==> src/rtl/fdf_pkg.sv <==
// ----------------------------------------------------------------------------
// fdf_pkg
// Shared types, constants and the hash step of the duplicate frame filter.
// ----------------------------------------------------------------------------
`default_nettype none

package fdf_pkg;

   // ring geometry default
   localparam int CACHE_ENTRIES_DEF = 8;

   // payload widths
   localparam int BYTE_W     = 8;
   localparam int HASH_W     = 16;
   localparam int STAMP_W    = 32;
   localparam int INTERVAL_W = 16;

   // hash multiplier 31 = 2^5 - 1
   localparam int HASH_SHIFT = 5;

   // configuration port
   localparam int CSR_ADDR_W = 3;
   localparam int CSR_DATA_W = 32;
   localparam logic [CSR_ADDR_W-3:0] REG_DUP_INTERVAL = '0;
   localparam logic [INTERVAL_W-1:0] INTERVAL_RESET = 16'd30;

   // sequencer states
   typedef enum logic [1:0] {
      ST_IDLE,
      ST_SCAN,
      ST_DONE
   } fdf_state_type;

   // one ring entry
   typedef struct packed {
      logic [HASH_W-1:0]  hash;
      logic [STAMP_W-1:0] stamp;
   } entry_type;

   // ring access command
   typedef struct packed {
      logic      rd_en;
      logic      wr_en;
      entry_type wr_entry;
   } ring_cmd_type;

   // ring read data, registered: available in the cycle after the read
   typedef struct packed {
      logic      valid;
      entry_type entry;
   } ring_rsp_type;

   // h * 31 + byte, wrapping to 16 bits
   function automatic logic [HASH_W-1:0] hash_step(input logic [HASH_W-1:0] acc,
                                                   input logic [BYTE_W-1:0] data);
      logic [HASH_W-1:0] scaled;
      scaled = (acc << HASH_SHIFT) - acc;
      return scaled + HASH_W'(data);
   endfunction

endpackage

`default_nettype wire

==> src/rtl/fdf_ring.sv <==
// ----------------------------------------------------------------------------
// fdf_ring
// Ring of recent (hash, timestamp) entries in a synchronous memory, with a
// valid flag per entry cleared at reset.
// ----------------------------------------------------------------------------
`default_nettype none

module fdf_ring #(
   parameter int CACHE_ENTRIES = fdf_pkg::CACHE_ENTRIES_DEF,
   parameter int IDXW = (CACHE_ENTRIES > 1) ? $clog2(CACHE_ENTRIES) : 1
) (
   input  wire logic                 clock,
   input  wire logic                 reset,
   input  wire fdf_pkg::ring_cmd_type ring_cmd,
   input  wire logic [IDXW-1:0]      rd_addr,
   input  wire logic [IDXW-1:0]      wr_addr,
   output fdf_pkg::ring_rsp_type     ring_rsp
);

   fdf_pkg::entry_type mem [CACHE_ENTRIES];
   logic [CACHE_ENTRIES-1:0] valid_ff;
   fdf_pkg::entry_type rd_entry_ff;
   logic rd_valid_ff;

   // entry storage, one write and one registered read a cycle
   always_ff @(posedge clock) begin
      if (ring_cmd.wr_en) begin
         mem[wr_addr] <= ring_cmd.wr_entry;
      end
      if (ring_cmd.rd_en) begin
         rd_entry_ff <= mem[rd_addr];
      end
   end

   // valid flags
   always_ff @(posedge clock) begin
      if (reset) begin
         valid_ff    <= '0;
         rd_valid_ff <= 1'b0;
      end else begin
         if (ring_cmd.wr_en) begin
            valid_ff[wr_addr] <= 1'b1;
         end
         if (ring_cmd.rd_en) begin
            rd_valid_ff <= valid_ff[rd_addr];
         end
      end
   end

   assign ring_rsp.valid = rd_valid_ff;
   assign ring_rsp.entry = rd_entry_ff;

endmodule

`default_nettype wire

==> src/rtl/fdf_ctrl.sv <==
// ----------------------------------------------------------------------------
// fdf_ctrl
// Hash accumulator and sequencer: scans the ring one entry a cycle on the
// final byte, decides duplicate status and records new frames.
// ----------------------------------------------------------------------------
`default_nettype none

module fdf_ctrl #(
   parameter int CACHE_ENTRIES = fdf_pkg::CACHE_ENTRIES_DEF,
   parameter int IDXW = (CACHE_ENTRIES > 1) ? $clog2(CACHE_ENTRIES) : 1
) (
   input  wire logic                             clock,
   input  wire logic                             reset,
   input  wire logic                             req_valid,
   output logic                                  req_ready,
   input  wire logic [fdf_pkg::BYTE_W-1:0]       req_info_byte,
   input  wire logic                             req_last_byte,
   input  wire logic [fdf_pkg::STAMP_W-1:0]      req_now_seconds,
   output logic                                  rsp_valid,
   input  wire logic                             rsp_ready,
   output logic                                  rsp_is_duplicate,
   output logic [fdf_pkg::HASH_W-1:0]            rsp_frame_hash,
   input  wire logic [fdf_pkg::INTERVAL_W-1:0]   dup_interval,
   output fdf_pkg::ring_cmd_type                 ring_cmd,
   output logic [IDXW-1:0]                       rd_addr,
   output logic [IDXW-1:0]                       wr_addr,
   input  wire fdf_pkg::ring_rsp_type            ring_rsp
);

   localparam int CNTW = $clog2(CACHE_ENTRIES + 1);

   fdf_pkg::fdf_state_type state_ff, state_in;

   logic [fdf_pkg::HASH_W-1:0]  acc_ff;
   logic [fdf_pkg::HASH_W-1:0]  key_hash_ff;
   logic [fdf_pkg::STAMP_W-1:0] key_now_ff;
   logic [CNTW-1:0]             cnt_ff;
   logic                        pend_ff;
   logic                        dup_ff;
   logic [IDXW-1:0]             ptr_ff;
   logic                        rsp_valid_ff;
   logic                        rsp_dup_ff;
   logic [fdf_pkg::HASH_W-1:0]  rsp_hash_ff;

   logic                        accept;
   logic [fdf_pkg::HASH_W-1:0]  hash_next;
   logic                        scan_end;
   logic                        slot_free;
   logic                        load;
   logic                        hit;
   logic [fdf_pkg::STAMP_W-1:0] age;

   assign accept    = req_valid && req_ready;
   assign hash_next = fdf_pkg::hash_step(acc_ff, req_info_byte);
   assign scan_end  = (cnt_ff == CNTW'(CACHE_ENTRIES)) && !pend_ff;
   assign slot_free = !rsp_valid_ff || rsp_ready;

   // compare of the entry read in the previous cycle
   assign age = key_now_ff - ring_rsp.entry.stamp;
   assign hit = pend_ff && ring_rsp.valid && (ring_rsp.entry.hash == key_hash_ff) &&
                (age < {{(fdf_pkg::STAMP_W - fdf_pkg::INTERVAL_W){1'b0}}, dup_interval});

   // next state
   always_comb begin
      state_in = state_ff;
      unique case (state_ff)
         fdf_pkg::ST_IDLE: begin
            if (accept && req_last_byte) begin
               state_in = fdf_pkg::ST_SCAN;
            end
         end
         fdf_pkg::ST_SCAN: begin
            if (scan_end) begin
               state_in = fdf_pkg::ST_DONE;
            end
         end
         fdf_pkg::ST_DONE: begin
            if (slot_free) begin
               state_in = fdf_pkg::ST_IDLE;
            end
         end
         default: state_in = fdf_pkg::ST_IDLE;
      endcase
   end

   // state outputs and ring commands
   always_comb begin
      req_ready         = (state_ff == fdf_pkg::ST_IDLE);
      load              = (state_ff == fdf_pkg::ST_DONE) && slot_free;
      ring_cmd.rd_en    = (state_ff == fdf_pkg::ST_SCAN) && (cnt_ff < CNTW'(CACHE_ENTRIES));
      ring_cmd.wr_en    = load && !dup_ff;
      ring_cmd.wr_entry.hash  = key_hash_ff;
      ring_cmd.wr_entry.stamp = key_now_ff;
      rd_addr           = cnt_ff[IDXW-1:0];
      wr_addr           = ptr_ff;
   end

   // control registers
   always_ff @(posedge clock) begin
      if (reset) begin
         state_ff     <= fdf_pkg::ST_IDLE;
         acc_ff       <= '0;
         cnt_ff       <= '0;
         pend_ff      <= 1'b0;
         dup_ff       <= 1'b0;
         ptr_ff       <= '0;
         rsp_valid_ff <= 1'b0;
      end else begin
         state_ff <= state_in;
         pend_ff  <= ring_cmd.rd_en;

         // running hash, restarted after the final byte
         if (accept) begin
            acc_ff <= req_last_byte ? '0 : hash_next;
         end

         // scan counter and match flag
         if (accept && req_last_byte) begin
            cnt_ff <= '0;
            dup_ff <= 1'b0;
         end else begin
            if (ring_cmd.rd_en) begin
               cnt_ff <= cnt_ff + CNTW'(1);
            end
            if (hit) begin
               dup_ff <= 1'b1;
            end
         end

         // ring pointer advances on each recorded frame
         if (ring_cmd.wr_en) begin
            ptr_ff <= (ptr_ff == IDXW'(CACHE_ENTRIES - 1)) ? '0 : ptr_ff + IDXW'(1);
         end

         // result beat
         if (load) begin
            rsp_valid_ff <= 1'b1;
         end else if (rsp_ready) begin
            rsp_valid_ff <= 1'b0;
         end
      end
   end

   // payload registers
   always_ff @(posedge clock) begin
      if (accept && req_last_byte) begin
         key_hash_ff <= hash_next;
         key_now_ff  <= req_now_seconds;
      end
      if (load) begin
         rsp_dup_ff  <= dup_ff;
         rsp_hash_ff <= key_hash_ff;
      end
   end

   assign rsp_valid        = rsp_valid_ff;
   assign rsp_is_duplicate = rsp_dup_ff;
   assign rsp_frame_hash   = rsp_hash_ff;

endmodule

`default_nettype wire

==> src/rtl/frame_duplicate_filter_core.sv <==
// ----------------------------------------------------------------------------
// frame_duplicate_filter_core
// Hash-based duplicate frame filter with a ring of recent frame entries.
// ----------------------------------------------------------------------------
// Usage:
//   req_ channel: one information byte per beat, req_last_byte marks the
//   final byte, req_now_seconds is sampled with the final byte.
//   rsp_ channel: one beat per frame with the frame hash and a duplicate
//   flag; a set flag means the frame should be dropped.
//   APB port: register 0 at byte address 0 holds the duplicate interval in
//   seconds (reset 30).
//   A non-final byte is taken and gives no result. The final byte starts
//   a scan of the ring memory, one entry read per cycle through its single
//   read port; the result is then loaded into the output register from the
//   done state, and no byte is taken until it has been loaded.
//   A new frame is recorded at the ring pointer in the same cycle as its
//   result is loaded.
//   Reset clears the hash, the ring pointer and all entry valid flags; no
//   clearing pass is needed. A stalled result waits in the output register;
//   bytes are still taken up to the next final byte, whose result then waits.
// ----------------------------------------------------------------------------
`default_nettype none

module frame_duplicate_filter_core #(
   parameter int CACHE_ENTRIES = fdf_pkg::CACHE_ENTRIES_DEF
) (
   input  wire logic                           clock,
   input  wire logic                           reset,
   input  wire logic                           req_valid,
   output logic                                req_ready,
   input  wire logic [fdf_pkg::BYTE_W-1:0]     req_info_byte,
   input  wire logic                           req_last_byte,
   input  wire logic [fdf_pkg::STAMP_W-1:0]    req_now_seconds,
   output logic                                rsp_valid,
   input  wire logic                           rsp_ready,
   output logic                                rsp_is_duplicate,
   output logic [fdf_pkg::HASH_W-1:0]          rsp_frame_hash,
   input  wire logic                           psel,
   input  wire logic                           penable,
   input  wire logic                           pwrite,
   input  wire logic [fdf_pkg::CSR_ADDR_W-1:0] paddr,
   input  wire logic [fdf_pkg::CSR_DATA_W-1:0] pwdata,
   output logic [fdf_pkg::CSR_DATA_W-1:0]      prdata,
   output logic                                pready
);

   localparam int IDXW = (CACHE_ENTRIES > 1) ? $clog2(CACHE_ENTRIES) : 1;

   logic [fdf_pkg::INTERVAL_W-1:0] dup_interval_ff;
   logic                           reg_hit;
   fdf_pkg::ring_cmd_type          ring_cmd;
   fdf_pkg::ring_rsp_type          ring_rsp;
   logic [IDXW-1:0]                rd_addr;
   logic [IDXW-1:0]                wr_addr;

   // register decode
   assign pready  = 1'b1;
   assign reg_hit = (paddr[fdf_pkg::CSR_ADDR_W-1:2] == fdf_pkg::REG_DUP_INTERVAL);

   // duplicate interval register
   always_ff @(posedge clock) begin
      if (reset) begin
         dup_interval_ff <= fdf_pkg::INTERVAL_RESET;
      end else if (psel && penable && pwrite && pready && reg_hit) begin
         dup_interval_ff <= pwdata[fdf_pkg::INTERVAL_W-1:0];
      end
   end

   // register read
   always_comb begin
      prdata = '0;
      if (reg_hit) begin
         prdata = fdf_pkg::CSR_DATA_W'(dup_interval_ff);
      end
   end

   fdf_ctrl #(
      .CACHE_ENTRIES (CACHE_ENTRIES),
      .IDXW          (IDXW)
   ) u_ctrl (
      .clock            (clock),
      .reset            (reset),
      .req_valid        (req_valid),
      .req_ready        (req_ready),
      .req_info_byte    (req_info_byte),
      .req_last_byte    (req_last_byte),
      .req_now_seconds  (req_now_seconds),
      .rsp_valid        (rsp_valid),
      .rsp_ready        (rsp_ready),
      .rsp_is_duplicate (rsp_is_duplicate),
      .rsp_frame_hash   (rsp_frame_hash),
      .dup_interval     (dup_interval_ff),
      .ring_cmd         (ring_cmd),
      .rd_addr          (rd_addr),
      .wr_addr          (wr_addr),
      .ring_rsp         (ring_rsp)
   );

   fdf_ring #(
      .CACHE_ENTRIES (CACHE_ENTRIES),
      .IDXW          (IDXW)
   ) u_ring (
      .clock    (clock),
      .reset    (reset),
      .ring_cmd (ring_cmd),
      .rd_addr  (rd_addr),
      .wr_addr  (wr_addr),
      .ring_rsp (ring_rsp)
   );

`ifndef SYNTHESIS
   // a final byte starts a scan, so no beat is taken in the next cycle
   a_scan_blocks_input: assert property (@(posedge clock) disable iff (reset)
      (req_valid && req_ready && req_last_byte) |=> !req_ready)
      else $error("byte accepted right after a final byte");

   // no byte is taken while the ring is being read
   a_read_only_in_scan: assert property (@(posedge clock) disable iff (reset)
      ring_cmd.rd_en |-> !req_ready)
      else $error("ring read while input is open");

   // recording a frame goes with loading its result
   a_write_loads_result: assert property (@(posedge clock) disable iff (reset)
      ring_cmd.wr_en |=> (rsp_valid && !rsp_is_duplicate))
      else $error("ring write without a matching result beat");
`endif

endmodule

`default_nettype wire
==> config.mk <==
export PLATFORM = sky130hd
export DESIGN_NAME = frame_duplicate_filter_core
export DESIGN_NICKNAME = d
export VERILOG_FILES = /design/src/rtl/fdf_pkg.sv /design/src/rtl/fdf_ring.sv /design/src/rtl/fdf_ctrl.sv /design/src/rtl/frame_duplicate_filter_core.sv
export SDC_FILE = /design/constraint.sdc
export NUM_CORES = 1
export LEC_CHECK = 0
export ABC_AREA = 1
export BUFFER_PORTS_ARGS = -buffer_cell sky130_fd_sc_hd__buf_4
export CORE_MARGIN = 1
export CORE_UTILIZATION = 40
export DETAILED_ROUTE_END_ITERATION = 8
export PLACE_DENSITY = 0.68
export SLEW_MARGIN = 20
export SYNTH_ARGS = -nofsm -noshare
export SYNTH_HDL_FRONTEND = slang
export SYNTH_HIERARCHICAL = 1
export SYNTH_SLANG_ARGS = --single-unit
==> constraint.sdc <==
create_clock -name clock -period 5.8 [get_ports clock]
set_input_delay 1.16 -clock clock [delete_from_list [all_inputs] [get_ports clock]]
set_output_delay 1.16 -clock clock [all_outputs]
set_load 0.05 [all_outputs]
==> parameters.txt <==
Parameter                              Value

Status
  Status    completed

Route
  Final routed wirelength across all metal layers    between 50 and 60 mm
  Uppermost routed layer    met4
  Violation count after the first detailed-routing iteration    1362
  Met2 layer wire length in the routed design    27.74 mm
  Met1 WL    25.64 mm
  Via-to-Cell Ratio    5.044
  Routed Antenna Nets    0
  Per-cell routed wire length    ~17 µm
  DRT Pass-1 Iters    5
  Residual DRC    0
  Wire length on met3    3.572 mm
  Routed vias    ~17k

Place
  Post-DP HPWL    35.72 mm
  Pre-CTS WS    1.771 ns
  Placer Congestion    between 0.9 and 1
  Count of buffers from port buffering    99

Global route
  First-pass GRT wire length    between 90 and 100 mm
  GRT Total Usage    18.37%
  Antenna violations before repair    0
  Pin count of the biggest net entering global routing    197
  Vias in the first global route    16.90k
  Total gr overflow    0

Job
  Reported max-cap violation count    0

STA
  Setup repair after global routing missed its margin    false
  Ratio of final minimum period to clock period    66.03%
  Rel. slew slack    28.55%
  Worst Tran Pin Value    between 1 and 1.5 ns
  Max Freq    261.1 MHz
  Crit path setup slack, layout    approximately 2 ns
  Total of endpoints with negative setup slack in the final report    0
  Final clock skew    0.03109 ns
  Setup TNS Final    0 ns
  Final min period    3.830 ns
  Final Hold Viols    0
  Final count of pins violating max slew    0

Final layout
  Layout area overhead    13.26%
  Net total in the final layout    2636
  Ant diodes    0
  Share of cells above drive strength 1    10.09%
  Final core occ    between 40% and 50%

CTS
  Resize count post-CTS    0
  Post-CTS setup buffer count    0
  Number of levels in the clock H-tree    2
  Number of CTS-inserted buffers    between 50 and 60
  Hold-fix buffer count after cts    0
  Root buffer cell    clkbuf_16
  Skew-Pair Late Insertion Delay    0.62 ns
  Max clock buf depth    3
  Clock slew at the register clock pins of the worst setup and hold paths    0.07 ns
  TritonCTS clock tree    built
  Clk sink count    550

Worst setup path
  Total buffers and inverters traversed by the critical path    1
  Total stage count of the critical path    22
  Arr. time, crit path    4.39 ns
  Cell-by-cell listing of the critical path    ha_1 -> nand2_1 -> inv_1 -> a21oi_1 -> nor2_1 -> nor2_1 -> o21ai_2 -> xor2_1 -> ha_1 -> nand2_1 -> o21ai_0 -> nor2_1 -> nand2_1 -> nor2_1 -> nand2_1 -> nor2_1 -> nand3_1 -> nor2_1 -> nand2_1 -> nor2_1 -> nand3_1 -> a21oi_2
  Endpoint required time on the critical path    6.36 ns
  Maximum fanout encountered on the critical timing path    9
  Cell depth of the worst flop-to-flop path    22
  Max incr delay on CP    0.54 ns
  Critical path type    flip-flop to flip-flop
  Master of the slowest instance on the critical path    edfxtp_1
  Delay-heaviest family, CP    simple AND/OR/NAND/NOR gates
  Category of the worst setup path launch point    flip-flop
  Critical path capture point type    flip-flop
  Cell repeated most along the worst path    nor2_1

Floorplanning
  Placeable core area    approximately 62000 µm²
  Area enclosed by the die boundary    63500 µm²
  Die Span Y    252.0 µm
  Initial Util    between 40% and 50%
  Num ports    135
  Core Rows    91
  DIE WIDTH    252.0 µm

Synthesis
  Number of different library cells in the post-synthesis netlist    between 40 and 50
  Number of enable-type register cells in the synthesized netlist    497
  Cells after synthesis    2390
  Ys flop type    edfxtp_1
  Avg Synthesized Cell Area    10.46 µm²
  Post-Synthesis Cell Area    25000 µm²
  Synth async-reset ratio    0%
  Number of warnings issued by yosys    6
  Sequential-to-total area share from yosys stat    63.94%
  Yosys reg bits    550

Pwr
  Leakage    11.13 nW
  Total power per unit cell area    around 330 nW/µm²
  Worst supply voltage drop on vdd    0.2454 mV

Worst hold path
  Type of the tightest min-delay check    flip-flop to flip-flop
  Cell depth of the worst min-delay path    0
## state kept, by name (all words and copies together), names as in the netlist
| name | count |
|---|---|
| dup_interval_ff | 16 |
| u_ctrl/acc_ff | 16 |
| u_ctrl/cnt_ff | 4 |
| u_ctrl/dup_ff | 1 |
| u_ctrl/key_hash_ff | 16 |
| u_ctrl/key_now_ff | 32 |
| u_ctrl/pend_ff | 1 |
| u_ctrl/rsp_frame_hash | 16 |
| u_ctrl/rsp_is_duplicate | 1 |
| u_ctrl/rsp_valid | 1 |
| u_ctrl/state_ff | 2 |
| u_ctrl/wr_addr | 3 |
| u_ring/mem | 384 |
| u_ring/rd_valid_ff | 1 |
| u_ring/ring_rsp | 48 |
| u_ring/valid_ff | 8 |
## metrics by stage
stage | power [W] | instance area [µm²] | std cells | hold slack [ns]
after CTS | 0.009367 | 28310 | 3355 | 0.4462
after global placement | 0.005632 | 26390 | 3252 | 0.4333
after floorplan | 0.005374 | 25060 | 2405 | 0.4082
after global routing | 0.009655 | 28310 | 3355 | 0.4735
after detailed placement | 0.005659 | 26390 | 3252 | 0.4235
final | 0.009291 | 28310 | 3355 | 0.4550
## layout by cell type, fill, tap and decap left out, drive strengths merged
master / n
o22ai: 96
dfxtp: 53
a22oi: 1
clkbuf: 75
nor3: 13
xor2: 25
o21a: 2
a21oi: 59
inv: 285
bufinv: 8
conb: 17
or2: 4
xnor2: 10
buf: 117
nor2: 354
a31oi: 3
nor3b: 1
and2: 1
nand3b: 5
ha: 76
clkinvlp: 2
nand3: 72
o21bai: 5
a211oi: 2
edfxtp: 497
nand4: 9
o21ai: 206
nand2: 497
fa: 5
o31ai: 1
clkinv: 17
## routing by layer
metal / GRT usage, % / up-vias
met1: 24.56 / 8113
met2: 30.88 / 531
met3: 2.662 / 101
met5: 0 / -
met4: 5.593 / 0
li1: - / 8178
## cell families after synthesis
group / count (synthesis) / share of synthesized area [%]
AND/OR/NAND/NOR: 956 / 15.42
flip-flops: 550 / 63.94
buffers and inverters: 391 / 6.997
AO/OA/AOI/OAI: 375 / 8.178
adder cells (fa/ha/maj): 81 / 4.204
XOR/XNOR: 35 / 1.226
other: 2 / 0.03004
## report_power, final
group          leakage [nW]  internal, W  switching (W)  total, W
Combinational          5.28     0.000343       0.000644  0.000987
Clock                 0.930      0.00221        0.00150   0.00372
Sequential             4.92      0.00446       0.000124   0.00458
Total                  11.1      0.00702        0.00227   0.00929
## worst register-to-register path: stages (launching register included)
cell	delay (ns)
edfxtp_1	0.54
ha_1	0.44
nand2_1	0.12
inv_1	0.06
a21oi_1	0.24
nor2_1	0.10
nor2_1	0.14
o21ai_2	0.09
xor2_1	0.15
ha_1	0.29
nand2_1	0.16
o21ai_0	0.12
nor2_1	0.11
nand2_1	0.08
nor2_1	0.11
nand2_1	0.05
nor2_1	0.16
nand3_1	0.10
nor2_1	0.10
nand2_1	0.07
nor2_1	0.13
nand3_1	0.24
a21oi_2	0.19
## synthesized netlist by cell type (2+ instances only)
cell	number	area, µm²
buf_4	26	195.2
nor2_2	16	100.1
nand2_2	5	31.28
a211oi_1	2	15.01
nand4_1	9	56.30
inv_2	2	7.510
ha_1	76	950.9
o21bai_1	5	37.54
nand2_1	491	1843
buf_2	13	65.06
nand3_1	69	345.3
o21ai_1	42	210.2
xnor2_1	10	87.58
a21oi_2	2	17.52
inv_1	281	1055
clkbuf_1	46	172.7
a21oi_1	57	285.3
o21ai_0	163	815.8
a31oi_1	3	18.77
fa_1	5	100.1
buf_6	16	180.2
or2_2	4	25.02
buf_8	2	30.03
nor3_1	13	65.06
o21a_1	2	15.01
buf_1	2	7.510
dfxtp_1	53	1061
nor2_1	336	1261
nand3b_1	4	30.03
nand3_2	3	30.03
conb_1	2	7.510
edfxtp_1	497	14920
o22ai_1	96	600.6
xor2_1	25	219.0
## final timing paths
kind	slack, ns	start	end
max	1.97	u_ctrl/key_now_ff[9]	u_ctrl/dup_ff
min	0.45	u_ctrl/dup_ff	u_ctrl/rsp_is_duplicate
max reg2reg	1.97	u_ctrl/key_now_ff[9]	u_ctrl/dup_ff
min reg2reg	0.45	u_ctrl/dup_ff	u_ctrl/rsp_is_duplicate
## cell type report
| class | instances | area (µm²) |
|---|---|---|
| clock inverters | 28 | 381.6 |
| well taps | 837 | 1047 |
| inverters | 284 | 1081 |
| clock buffers | 75 | 1533 |
| fillers | 5625 | 33400 |
| repair buffers | 117 | 878.3 |
| flip-flops and latches | 550 | 15990 |
| multi-input cells | 1464 | 7401 |
No activity file was read; power rests on OpenSTA's default activity.
